## config.mk

```make
export PLATFORM = sky130hd
export DESIGN_NAME = udp_ipv4_header_parser
export DESIGN_NICKNAME = d
export VERILOG_FILES = /design/src/rtl/core/uhp_pkg.sv /design/src/rtl/core/udp_ipv4_header_parser.sv
export SDC_FILE = /design/constraint.sdc
export NUM_CORES = 1
export LEC_CHECK = 0
export ABC_AREA = 1
export BUFFER_PORTS_ARGS = -buffer_cell sky130_fd_sc_hd__buf_2
export CAP_MARGIN = 5
export CORE_MARGIN = 8
export CORE_UTILIZATION = 39
export CTS_CLUSTER_SIZE = 14
export DETAILED_ROUTE_END_ITERATION = 10
export PLACE_DENSITY_LB_ADDON = 0.15
export SLEW_MARGIN = 0
export SYNTH_ARGS = -nofsm -noshare
export SYNTH_HDL_FRONTEND = slang
export SYNTH_SLANG_ARGS = --single-unit
```

## constraint.sdc

```tcl
create_clock -name clk -period 8.9 [get_ports clk]
set_clock_uncertainty 0.2 [all_clocks]
set_input_delay 1.78 -clock clk [delete_from_list [all_inputs] [get_ports clk]]
set_output_delay 1.78 -clock clk [all_outputs]
set_load 0.1 [all_outputs]
```

## src/rtl/core/uhp_pkg.sv

```systemverilog
`default_nettype none

package uhp_pkg;

  // Width of the per-frame byte counter; frames of 2**COUNT_BITS bytes or more are rejected
  localparam int COUNT_BITS = 16;
  localparam logic [COUNT_BITS-1:0] CNT_MAX = {COUNT_BITS{1'b1}};

  // Width that holds a frame length (count + 1) and header offset + UDP length
  localparam int SUM_W = ((COUNT_BITS > 16) ? COUNT_BITS : 16) + 1;

  // Header offsets fit in 7 bits (at most 14 + 60 + 8)
  localparam int OFF_W = 7;

  localparam logic [1:0] LINK_ETH      = 2'd0;
  localparam logic [1:0] LINK_LOOPBACK = 2'd1;
  localparam logic [1:0] LINK_RAW_IP   = 2'd2;
  localparam logic [1:0] LINK_NONE     = 2'd3;

  localparam logic [15:0]      ETHERTYPE_IPV4 = 16'h0800;
  localparam logic [7:0]       PROTO_UDP      = 8'd17;
  localparam logic [3:0]       IP_VERSION4    = 4'd4;
  localparam logic [OFF_W-1:0] ETH_HDR        = 7'd14;
  localparam logic [OFF_W-1:0] LOOP_HDR       = 7'd4;
  localparam logic [OFF_W-1:0] IP_MIN         = 7'd20;
  localparam logic [OFF_W-1:0] UDP_HDR        = 7'd8;
  localparam logic [OFF_W-1:0] ETHERTYPE_POS  = 7'd12;
  localparam logic [OFF_W-1:0] PROTO_POS      = 7'd9;
  localparam logic [OFF_W-1:0] PORT_POS       = 7'd2;
  localparam logic [OFF_W-1:0] ULEN_POS       = 7'd4;

  function automatic logic [OFF_W-1:0] link_offset(input logic [1:0] link);
    logic [OFF_W-1:0] off;
    case (link)
      LINK_ETH:      off = ETH_HDR;
      LINK_LOOPBACK: off = LOOP_HDR;
      default:       off = '0;
    endcase
    return off;
  endfunction

endpackage

`default_nettype wire

```

## src/rtl/core/udp_ipv4_header_parser.sv

```systemverilog
`default_nettype none

// Channel      Dir  Width  Contents
// s_axis       in   8+1    tdata[7:0] frame byte, tlast marks the final captured byte
// m_axis       out  40+1   tdata: dest_port, payload_offset, payload_length; tuser: accepted
// cfg_wr       in   2      link type (0 eth, 1 loopback, 2 raw ip, 3 reject all)
//
// One frame byte per cycle while a final byte finds the result register free. A byte is
// held in the input register, where a short compare-and-capture against the frame byte
// counter updates the header fields; the final byte also runs the checks and loads the
// result register. A held result stalls only a final byte: other bytes keep flowing past
// a stalled output. Synchronous reset clears the link type to Ethernet and all frame state.

module udp_ipv4_header_parser (
  input  wire logic        clk,
  input  wire logic        rst,
  input  wire logic [1:0]  cfg_wr_data,   // link_type
  input  wire logic        cfg_wr_en,
  input  wire logic [7:0]  s_axis_tdata,  // [7:0] frame_byte
  input  wire logic        s_axis_tlast,  // last_byte
  input  wire logic        s_axis_tvalid,
  output logic             s_axis_tready,
  output logic [39:0]      m_axis_tdata,  // [15:0] dest_port, [22:16] payload_offset,
                                          // [38:23] payload_length, [39] zero
  output logic             m_axis_tuser,  // accepted
  output logic             m_axis_tvalid,
  input  wire logic        m_axis_tready
);
  import uhp_pkg::*;

  // Configuration
  logic [1:0] link_type;

  // Input register
  logic       in_valid;
  logic [7:0] in_byte;
  logic       in_last;

  // Frame state
  logic [COUNT_BITS-1:0] byte_index;
  logic                  too_long;
  logic [15:0]           ether_type;
  logic [7:0]            version_ihl;
  logic [7:0]            ip_protocol;
  logic [15:0]           port_seen;
  logic [15:0]           udp_length;

  logic [15:0] ether_type_next;
  logic [7:0]  version_ihl_next;
  logic [7:0]  ip_protocol_next;
  logic [15:0] port_seen_next;
  logic [15:0] udp_length_next;

  // Result register
  logic             out_valid;
  logic             out_accepted;
  logic [15:0]      out_port;
  logic [OFF_W-1:0] out_offset;
  logic [15:0]      out_length;

  logic             advance;
  logic             at_max;
  logic             cap;
  logic [OFF_W-1:0] off;
  logic [OFF_W-1:0] udp_off_cap;
  logic [OFF_W-1:0] udp_off_fin;
  logic [OFF_W-1:0] hdr_end;
  logic [SUM_W-1:0] len;
  logic [SUM_W-1:0] dgram_end;
  logic             ok;
  logic [15:0]      plen;

  // Advance the held byte unless it is a final byte facing a full result register
  assign advance       = in_valid && (!in_last || !out_valid || m_axis_tready);
  assign s_axis_tready = !in_valid || advance;

  assign at_max = (byte_index == CNT_MAX);
  assign cap    = advance && !too_long && !at_max;
  assign off    = link_offset(link_type);

  // UDP field positions follow the IHL held before this byte
  assign udp_off_cap = off + {1'b0, version_ihl[3:0], 2'b00};

  always_comb begin
    ether_type_next  = ether_type;
    version_ihl_next = version_ihl;
    ip_protocol_next = ip_protocol;
    port_seen_next   = port_seen;
    udp_length_next  = udp_length;
    if (cap) begin
      if (byte_index == COUNT_BITS'(ETHERTYPE_POS)) begin
        ether_type_next[15:8] = in_byte;
      end
      if (byte_index == COUNT_BITS'(ETHERTYPE_POS + 7'd1)) begin
        ether_type_next[7:0] = in_byte;
      end
      if (byte_index == COUNT_BITS'(off)) begin
        version_ihl_next = in_byte;
      end
      if (byte_index == COUNT_BITS'(off + PROTO_POS)) begin
        ip_protocol_next = in_byte;
      end
      if (byte_index > COUNT_BITS'(off)) begin
        if (byte_index == COUNT_BITS'(udp_off_cap + PORT_POS)) begin
          port_seen_next[15:8] = in_byte;
        end
        if (byte_index == COUNT_BITS'(udp_off_cap + PORT_POS + 7'd1)) begin
          port_seen_next[7:0] = in_byte;
        end
        if (byte_index == COUNT_BITS'(udp_off_cap + ULEN_POS)) begin
          udp_length_next[15:8] = in_byte;
        end
        if (byte_index == COUNT_BITS'(udp_off_cap + ULEN_POS + 7'd1)) begin
          udp_length_next[7:0] = in_byte;
        end
      end
    end
  end

  // Final checks see the fields including the last byte
  assign len         = SUM_W'(byte_index) + SUM_W'(1);
  assign udp_off_fin = off + {1'b0, version_ihl_next[3:0], 2'b00};
  assign hdr_end     = udp_off_fin + UDP_HDR;
  assign dgram_end   = SUM_W'(udp_off_fin) + SUM_W'(udp_length_next);

  always_comb begin
    ok = !(too_long || at_max) && (link_type != LINK_NONE);
    if (link_type == LINK_ETH &&
        (len < SUM_W'(ETH_HDR) || ether_type_next != ETHERTYPE_IPV4)) begin
      ok = 1'b0;
    end
    if (len < SUM_W'(off + IP_MIN)) begin
      ok = 1'b0;
    end
    if (version_ihl_next[7:4] != IP_VERSION4) begin
      ok = 1'b0;
    end
    if (ip_protocol_next != PROTO_UDP) begin
      ok = 1'b0;
    end
    if (len < SUM_W'(hdr_end)) begin
      ok = 1'b0;
    end
    if (udp_length_next < 16'(UDP_HDR)) begin
      ok = 1'b0;
    end
  end

  // Clamp the payload to the captured bytes when the datagram runs past the capture
  always_comb begin
    if (dgram_end > len) begin
      plen = 16'(len - SUM_W'(hdr_end));
    end else begin
      plen = udp_length_next - 16'(UDP_HDR);
    end
  end

  always_ff @(posedge clk) begin
    if (rst) begin
      link_type <= LINK_ETH;
    end else if (cfg_wr_en) begin
      link_type <= cfg_wr_data;
    end
  end

  // Input register: load a beat whenever the stage is free or moves on
  always_ff @(posedge clk) begin
    if (rst) begin
      in_valid <= 1'b0;
    end else if (s_axis_tready) begin
      in_valid <= s_axis_tvalid;
    end
  end

  always_ff @(posedge clk) begin
    if (s_axis_tvalid && s_axis_tready) begin
      in_byte <= s_axis_tdata;
      in_last <= s_axis_tlast;
    end
  end

  always_ff @(posedge clk) begin
    if (rst) begin
      byte_index  <= '0;
      too_long    <= 1'b0;
      ether_type  <= '0;
      version_ihl <= '0;
      ip_protocol <= '0;
      port_seen   <= '0;
      udp_length  <= '0;
    end else if (advance) begin
      if (in_last) begin
        // Drop all frame state for the next frame
        byte_index  <= '0;
        too_long    <= 1'b0;
        ether_type  <= '0;
        version_ihl <= '0;
        ip_protocol <= '0;
        port_seen   <= '0;
        udp_length  <= '0;
      end else begin
        if (cap) begin
          byte_index <= byte_index + COUNT_BITS'(1);
        end
        if (!too_long && at_max) begin
          too_long <= 1'b1;
        end
        ether_type  <= ether_type_next;
        version_ihl <= version_ihl_next;
        ip_protocol <= ip_protocol_next;
        port_seen   <= port_seen_next;
        udp_length  <= udp_length_next;
      end
    end
  end

  always_ff @(posedge clk) begin
    if (rst) begin
      out_valid <= 1'b0;
    end else if (advance && in_last) begin
      out_valid <= 1'b1;
    end else if (m_axis_tready) begin
      out_valid <= 1'b0;
    end
  end

  always_ff @(posedge clk) begin
    if (advance && in_last) begin
      out_accepted <= ok;
      out_port     <= ok ? port_seen_next : 16'd0;
      out_offset   <= ok ? hdr_end : '0;
      out_length   <= ok ? plen : 16'd0;
    end
  end

  assign m_axis_tvalid = out_valid;
  assign m_axis_tuser  = out_accepted;
  assign m_axis_tdata  = {1'b0, out_length, out_offset, out_port};

  // A final beat always leaves the frame state clean
  a_clear_after_last: assert property (@(posedge clk) disable iff (rst)
    advance && in_last |=> byte_index == '0 && !too_long && version_ihl == '0)
    else $error("frame state not cleared after final beat");

  // An overlong frame has its counter pinned at the top
  a_too_long_at_max: assert property (@(posedge clk) disable iff (rst)
    too_long |-> at_max)
    else $error("too_long set below counter maximum");

  // A stalled final beat holds in the input register
  a_hold_stalled: assert property (@(posedge clk) disable iff (rst)
    in_valid && !advance |=> in_valid && $stable(in_byte) && $stable(in_last))
    else $error("stalled input beat lost");

  // An accepted result points past a full UDP header, a rejected one is all zero
  a_result_shape: assert property (@(posedge clk) disable iff (rst)
    out_valid |-> (out_accepted && out_offset >= UDP_HDR + IP_MIN - IP_MIN) ||
                  (!out_accepted && out_offset == '0 && out_port == 16'd0 &&
                   out_length == 16'd0))
    else $error("inconsistent result beat");

  // A result is never dropped while the sink stalls
  a_out_hold: assert property (@(posedge clk) disable iff (rst)
    out_valid && !m_axis_tready |=> out_valid && $stable(m_axis_tdata))
    else $error("stalled result beat changed");

endmodule

`default_nettype wire
```

== Word-level counts from Yosys, hierarchy flattened ==
Index checks and enable logic that the tools add are counted.

* Flip-flop bits (word level): 134
* Input bits: 16
* Output and inout bits: 43
* Logic and storage cells: 109

* Add/sub/neg operators: 14
* Magnitude comparators: 6
* Eq/ne operators: 14
* Muxes and demuxes: 34
* Reductions and logical operators: 25

{| class="wikitable"
|+ Operators by type and width
! cell !! count
|-
| 2-to-1 mux 16 bit || 11
|-
| 2-to-1 mux 8 bit || 12
|-
| == test 16 bit || 2
|-
| == test 16 x 4 -> 1 bit, second input constant || 2
|-
| == test 16 x 9 -> 1 bit || 2
|-
| adder 8 x 1 -> 9 bit, second input constant || 2
|-
| adder 16 x 1 -> 17 bit, second input constant || 1
|-
| adder 7 x 16 -> 17 bit || 1
|-
| > comparator 17 bit || 1
|-
| < comparator 17 x 4 -> 1 bit, second input constant || 1
|-
| < comparator 17 x 7 -> 1 bit || 1
|-
| < comparator 17 x 8 -> 1 bit || 1
|-
| adder 16 x 1 -> 16 bit, second input constant || 1
|-
| == test 16 bit, second input constant || 1
|-
| == test 16 x 7 -> 1 bit || 1
|-
| == test 16 x 8 -> 1 bit || 1
|-
| > comparator 16 x 7 -> 1 bit || 1
|-
| < comparator 16 x 4 -> 1 bit, second input constant || 1
|-
| != test 16 x 12 -> 1 bit, second input constant || 1
|-
| subtractor 16 x 4 -> 16 bit, second input constant || 1
|-
| subtractor 16 x 7 -> 16 bit || 1
|-
| adder 7 x 6 -> 7 bit || 2
|-
| 2-to-1 mux 1 bit || 10
|-
| adder 7 x 2 -> 8 bit, second input constant || 1
|-
| 15 further kinds || 34
|}

== Logic depth before layout (Yosys ltp) ==
* Depth in word-level cells: 16
* Mapped depth: 43
* Gate-level depth less buffers: 43

== Least setup slack after synthesis ==
Ideal clock, no wire load.

* Kind: input port to flip-flop
* From: input port m_axis_tready
* To: register out_length[10] (data pin)
* Library setup time: 253 ps
* Arrival: 6751 ps
* Required time: 8447 ps
* Slack: 1697 ps
* Cell stages on the path: 38
* Buffers on the path: 2
* Path through: nor2_1 a21oi_1 nand2_1 nor2_4 inv_1 nor2_2 nand2_1 nand2_1 nand2_1 nand2_1 inv_1 ha_1 inv_1 nand2_1 xor2_1 inv_1 ha_1 nand2_1 [2 not listed] inv_1 a21oi_1 or2_1 nor2_1 nand2_1 or2_0 a21oi_1 ha_1 nand4_1 a21oi_1 a2111oi_0 o31ai_1 nand2_1 clkbuf_1 clkbuf_1 nand3_1 nand2_1 nor2_1

* Cells in the longest elaborated chain, start to end: 14
* Elaborated cells on any way between the ends: 28
* Those cells by class: add/sub: 5; order compare: 3; eq/ne: 3; mux: 11; reduce/logical: 6

{| class="wikitable"
|+ RTL lines
! item !! RTL line !! text
|-
| start: declaration || udp_ipv4_header_parser.sv:27 || <nowiki>input wire logic m_axis_tready</nowiki>
|-
| logical OR 1 bit * || udp_ipv4_header_parser.sv:74 || <nowiki>assign advance = in_valid && (!in_last || !out_valid || m_axis_tready);</nowiki>
|-
| logical AND 1 bit * || udp_ipv4_header_parser.sv:74 ||
|-
| logical AND 1 bit * (2 in a row) || udp_ipv4_header_parser.sv:78 || <nowiki>assign cap = advance && !too_long && !at_max;</nowiki>
|-
| parallel branches: the longest is 10 deep, another holds adder 7 x 16 -> 17 bit || n/a ||
|-
| end signal: assignment || udp_ipv4_header_parser.sv:232 || <nowiki>out_length <= ok ? plen : 16'd0;</nowiki>
|-
| end: declaration || udp_ipv4_header_parser.sv:59 || <nowiki>logic [15:0] out_length;</nowiki>
|}

Mark *: on every way between the ends.
A chain may end at the register's enable or synchronous reset.

== Final worst setup path ==
* From: input port m_axis_tready
* To: register out_length[6] (data pin)

The elaborated chain is that of the path after synthesis.

==> qor.txt <==
DR vias: 7,915
Tmin final: 7740 ps
DIE AREA: 27,200 µm²
Startpoint Class: primary input
top post-synthesis cells by area: dfxtp_1 (20%), edfxtp_1 (17%), nand2_1 (14%), a21oi_1 (6.6%), ha_1 (6.6%)
ys flop type: dfxtp_1
dpl cell area: 9170 µm²
Die X: 165 µm
critical path class: in2reg
clock transition at the registers of the reported paths: 60 ps
port bufs: 56
Detailed Route WL: 25.0 mm
initial antenna violation count: 0
CTS max path bufs: 2
largest net degree at the start of global routing: 83
area occupied by registers: 3140 µm²
post-synthesis cell type count: 49
diode count: 0
Final Max Tran Viols: 0
critical path's most frequent cell: nand2_1
GR Overflow Total: 0
Gate Count Post-Synth: 1,218
ys async rst share: 0%
outcome: completed
Final setup viols: 0
most instantiated cells after synthesis: nand2_1 (314), inv_1 (145), nor2_1 (122)
cts bufs inserted: 17
Yosys top cell area share: 19.6%
hpwl dp: 18.7 mm
Worst Hold Class: reg2reg
fraction of layout cells with a size suffix above 1: 13.6%
Cells on Worst Hold Path: 2
relative slew slack: 17.7%
overall global routing resource usage: 18.6%
Hold Crit Start: port_seen[4]
WP data required: 8870 ps
Final Non-Filler Cells: 1,555
register area share after synthesis: 36.3%
CP Data Arrival Time: 7710 ps
drt drc: 0
Setup WS pre-CTS: 786 ps
Crit-path slowest cell: nand2_1
Tcrit/Tclk final: 87.0%
area of the multi-input gates: 4780 µm²
cts hold-fix bufs: 0
crit path max fanout: 20
Starting Density: 39.7%
postcts setup bufs: 0
CP bufs+invs: 7
largest area contributor in the netlist: dfxtp_1
hold path endpoint: port_seen[4]
leakage power: 4.43 nW
fill count: 2,264
Slew @ Worst Pin: 1230 ps
Avg Inst Size Synth: 7.12 µm²
Core ar.: 21,800 µm²
Reg2Reg Depth: 35
FP Rows: 54
final hold slack: 261 ps
post-synthesis register bit count: 133
later-pin clock latency in the skew report: 420 ps
Setup crit end kind: flip-flop
maximum VDD drop: 135 µV
CTS resizes: 0
die span in y: 165 µm
vias per inst: 5.09
Ys Warns: 0
Layout area overhead: 12.5%
drt initial violations: 595
Hold Violations, Final: 0
clock sink count: 133
CTS root buf: clkbuf_16
Crit Reg-Reg Startpoint: link_type[0]
R2R Setup Slk: 1280 ps
drt pass-1 iters: 7
Power Dens Cells: 153 nW/µm²
max incr delay on CP: 440 ps
fin area: 9750 µm²
RSZ-0062 raised after global routing: no
Reg-to-Reg End: out_length[6]
Nets: 1,326
most frequent cell after synthesis: nand2_1
placed cells: 1,523
final antenna-violating net count: 0
synthesized area: 8670 µm²
Highest Clock Rate: 0.129 GHz
final worst setup slack: 1160 ps
WL/cell: 16.1 µm
CP top delay family: simple AND/OR/NAND/NOR gates
GP Congestion: 0.889
H-tree Lvls: 4
vias in the first global route: 7,481
max-capacitance violation count: 0
TritonCTS clock tree: built
first-pass GRT wire length: 39.5 mm
io pins: 59
Post-synth EDFFs: 48
setup TNS: 0 ps
## worst max-delay path by stage
| stage | startpoint | to | slack (ps) | cells past startpoint |
|---|---|---|---|---|
| after floorplan | m_axis_tready | out_length[10] | 1700 | 38 |
| after global placement | m_axis_tready | out_length[6] | 820 | 32 |
| after detailed placement | m_axis_tready | out_length[6] | 790 | 32 |
| after CTS | m_axis_tready | out_length[6] | 1210 | 32 |
| after global routing | m_axis_tready | out_length[6] | 310 | 39 |
| final | m_axis_tready | out_length[6] | 1160 | 39 |
## routing by layer
metal  track usage [%]  vias to the layer above  routed length, µm
met5                 0                        -                  0
met4              7.49                        0                669
met3              3.12                       42               1280
met2              29.6                      180              11300
met1              24.6                     3626              11700
li1                  -                     4067                  -
## cell type report
| type | count | share of cell area, % |
|---|---|---|
| multi-input combinational | 897 | 49.0 |
| sequential | 133 | 32.2 |
| inverter | 148 | 5.70 |
| clock buffer | 20 | 4.91 |
| tap | 280 | 3.59 |
| timing repair buffer | 65 | 3.57 |
| clock inverter | 12 | 1.04 |
## layout by cell type, fill, tap and decap left out, drive strengths merged, types with 3 or more instances in the layout
master,n
nand2,326
inv,156
nor2,141
a21oi,115
dfxtp,85
buf,65
nand3,64
o21ai,53
edfxtp,48
ha,46
or2,37
nand4,31
xor2,21
clkbuf,20
nor3,10
o22ai,10
xnor2,9
o21a,5
a211oi,4
clkinv,4
a31oi,3
nor4,3
mux2i,3
## sequential cells by signal, summed over array words and instances (netlist names)
register	count
in_last	1
udp_length	16
ether_type	16
out_length	16
m_axis_tuser	1
in_byte	8
out_port	16
in_valid	1
ip_protocol	8
m_axis_tvalid	1
link_type	2
byte_index	16
too_long	1
port_seen	16
version_ihl	8
out_offset	6
## worst register-to-register path, delay by kind of cell (launching register included)
family	cells	cell delay (ps)
simple gates	16	2880
flops	1	380
fa+ha+maj	5	1550
xor+xnor	1	140
compound gates	9	1700
buf+inv	4	520
## where the power goes
group	internal (mW)	switching (mW)	total, mW
Combinational	0.0346	0.117	0.151
Sequential	0.636	0.00674	0.642
Clock	0.399	0.297	0.696
Total	1.07	0.420	1.49
## stage by stage
| stage | util, % | total power [mW] |
|---|---|---|
| CTS | 44.7 | 1.50 |
| global route | 44.7 | 1.54 |
| detailed placement | 42.0 | 0.806 |
| global placement | 42.0 | 0.807 |
| floorplan | - | 0.764 |
| finish | 44.7 | 1.49 |
## cell families (layout without fill, tap and decap cells)
family	Yosys count	count (layout)	synth area share, %
adder cells (fa/ha/maj)	48	48	7.10
buffers and inverters	189	245	8.70
AO/OA/AOI/OAI	198	198	12.3
XOR/XNOR	30	30	3.03
flip-flops	133	133	36.3
multiplexers	4	4	0.476
AND/OR/NAND/NOR	615	615	32.0
other	1	2	0.0433
Power figures use the tool's default switching activity.
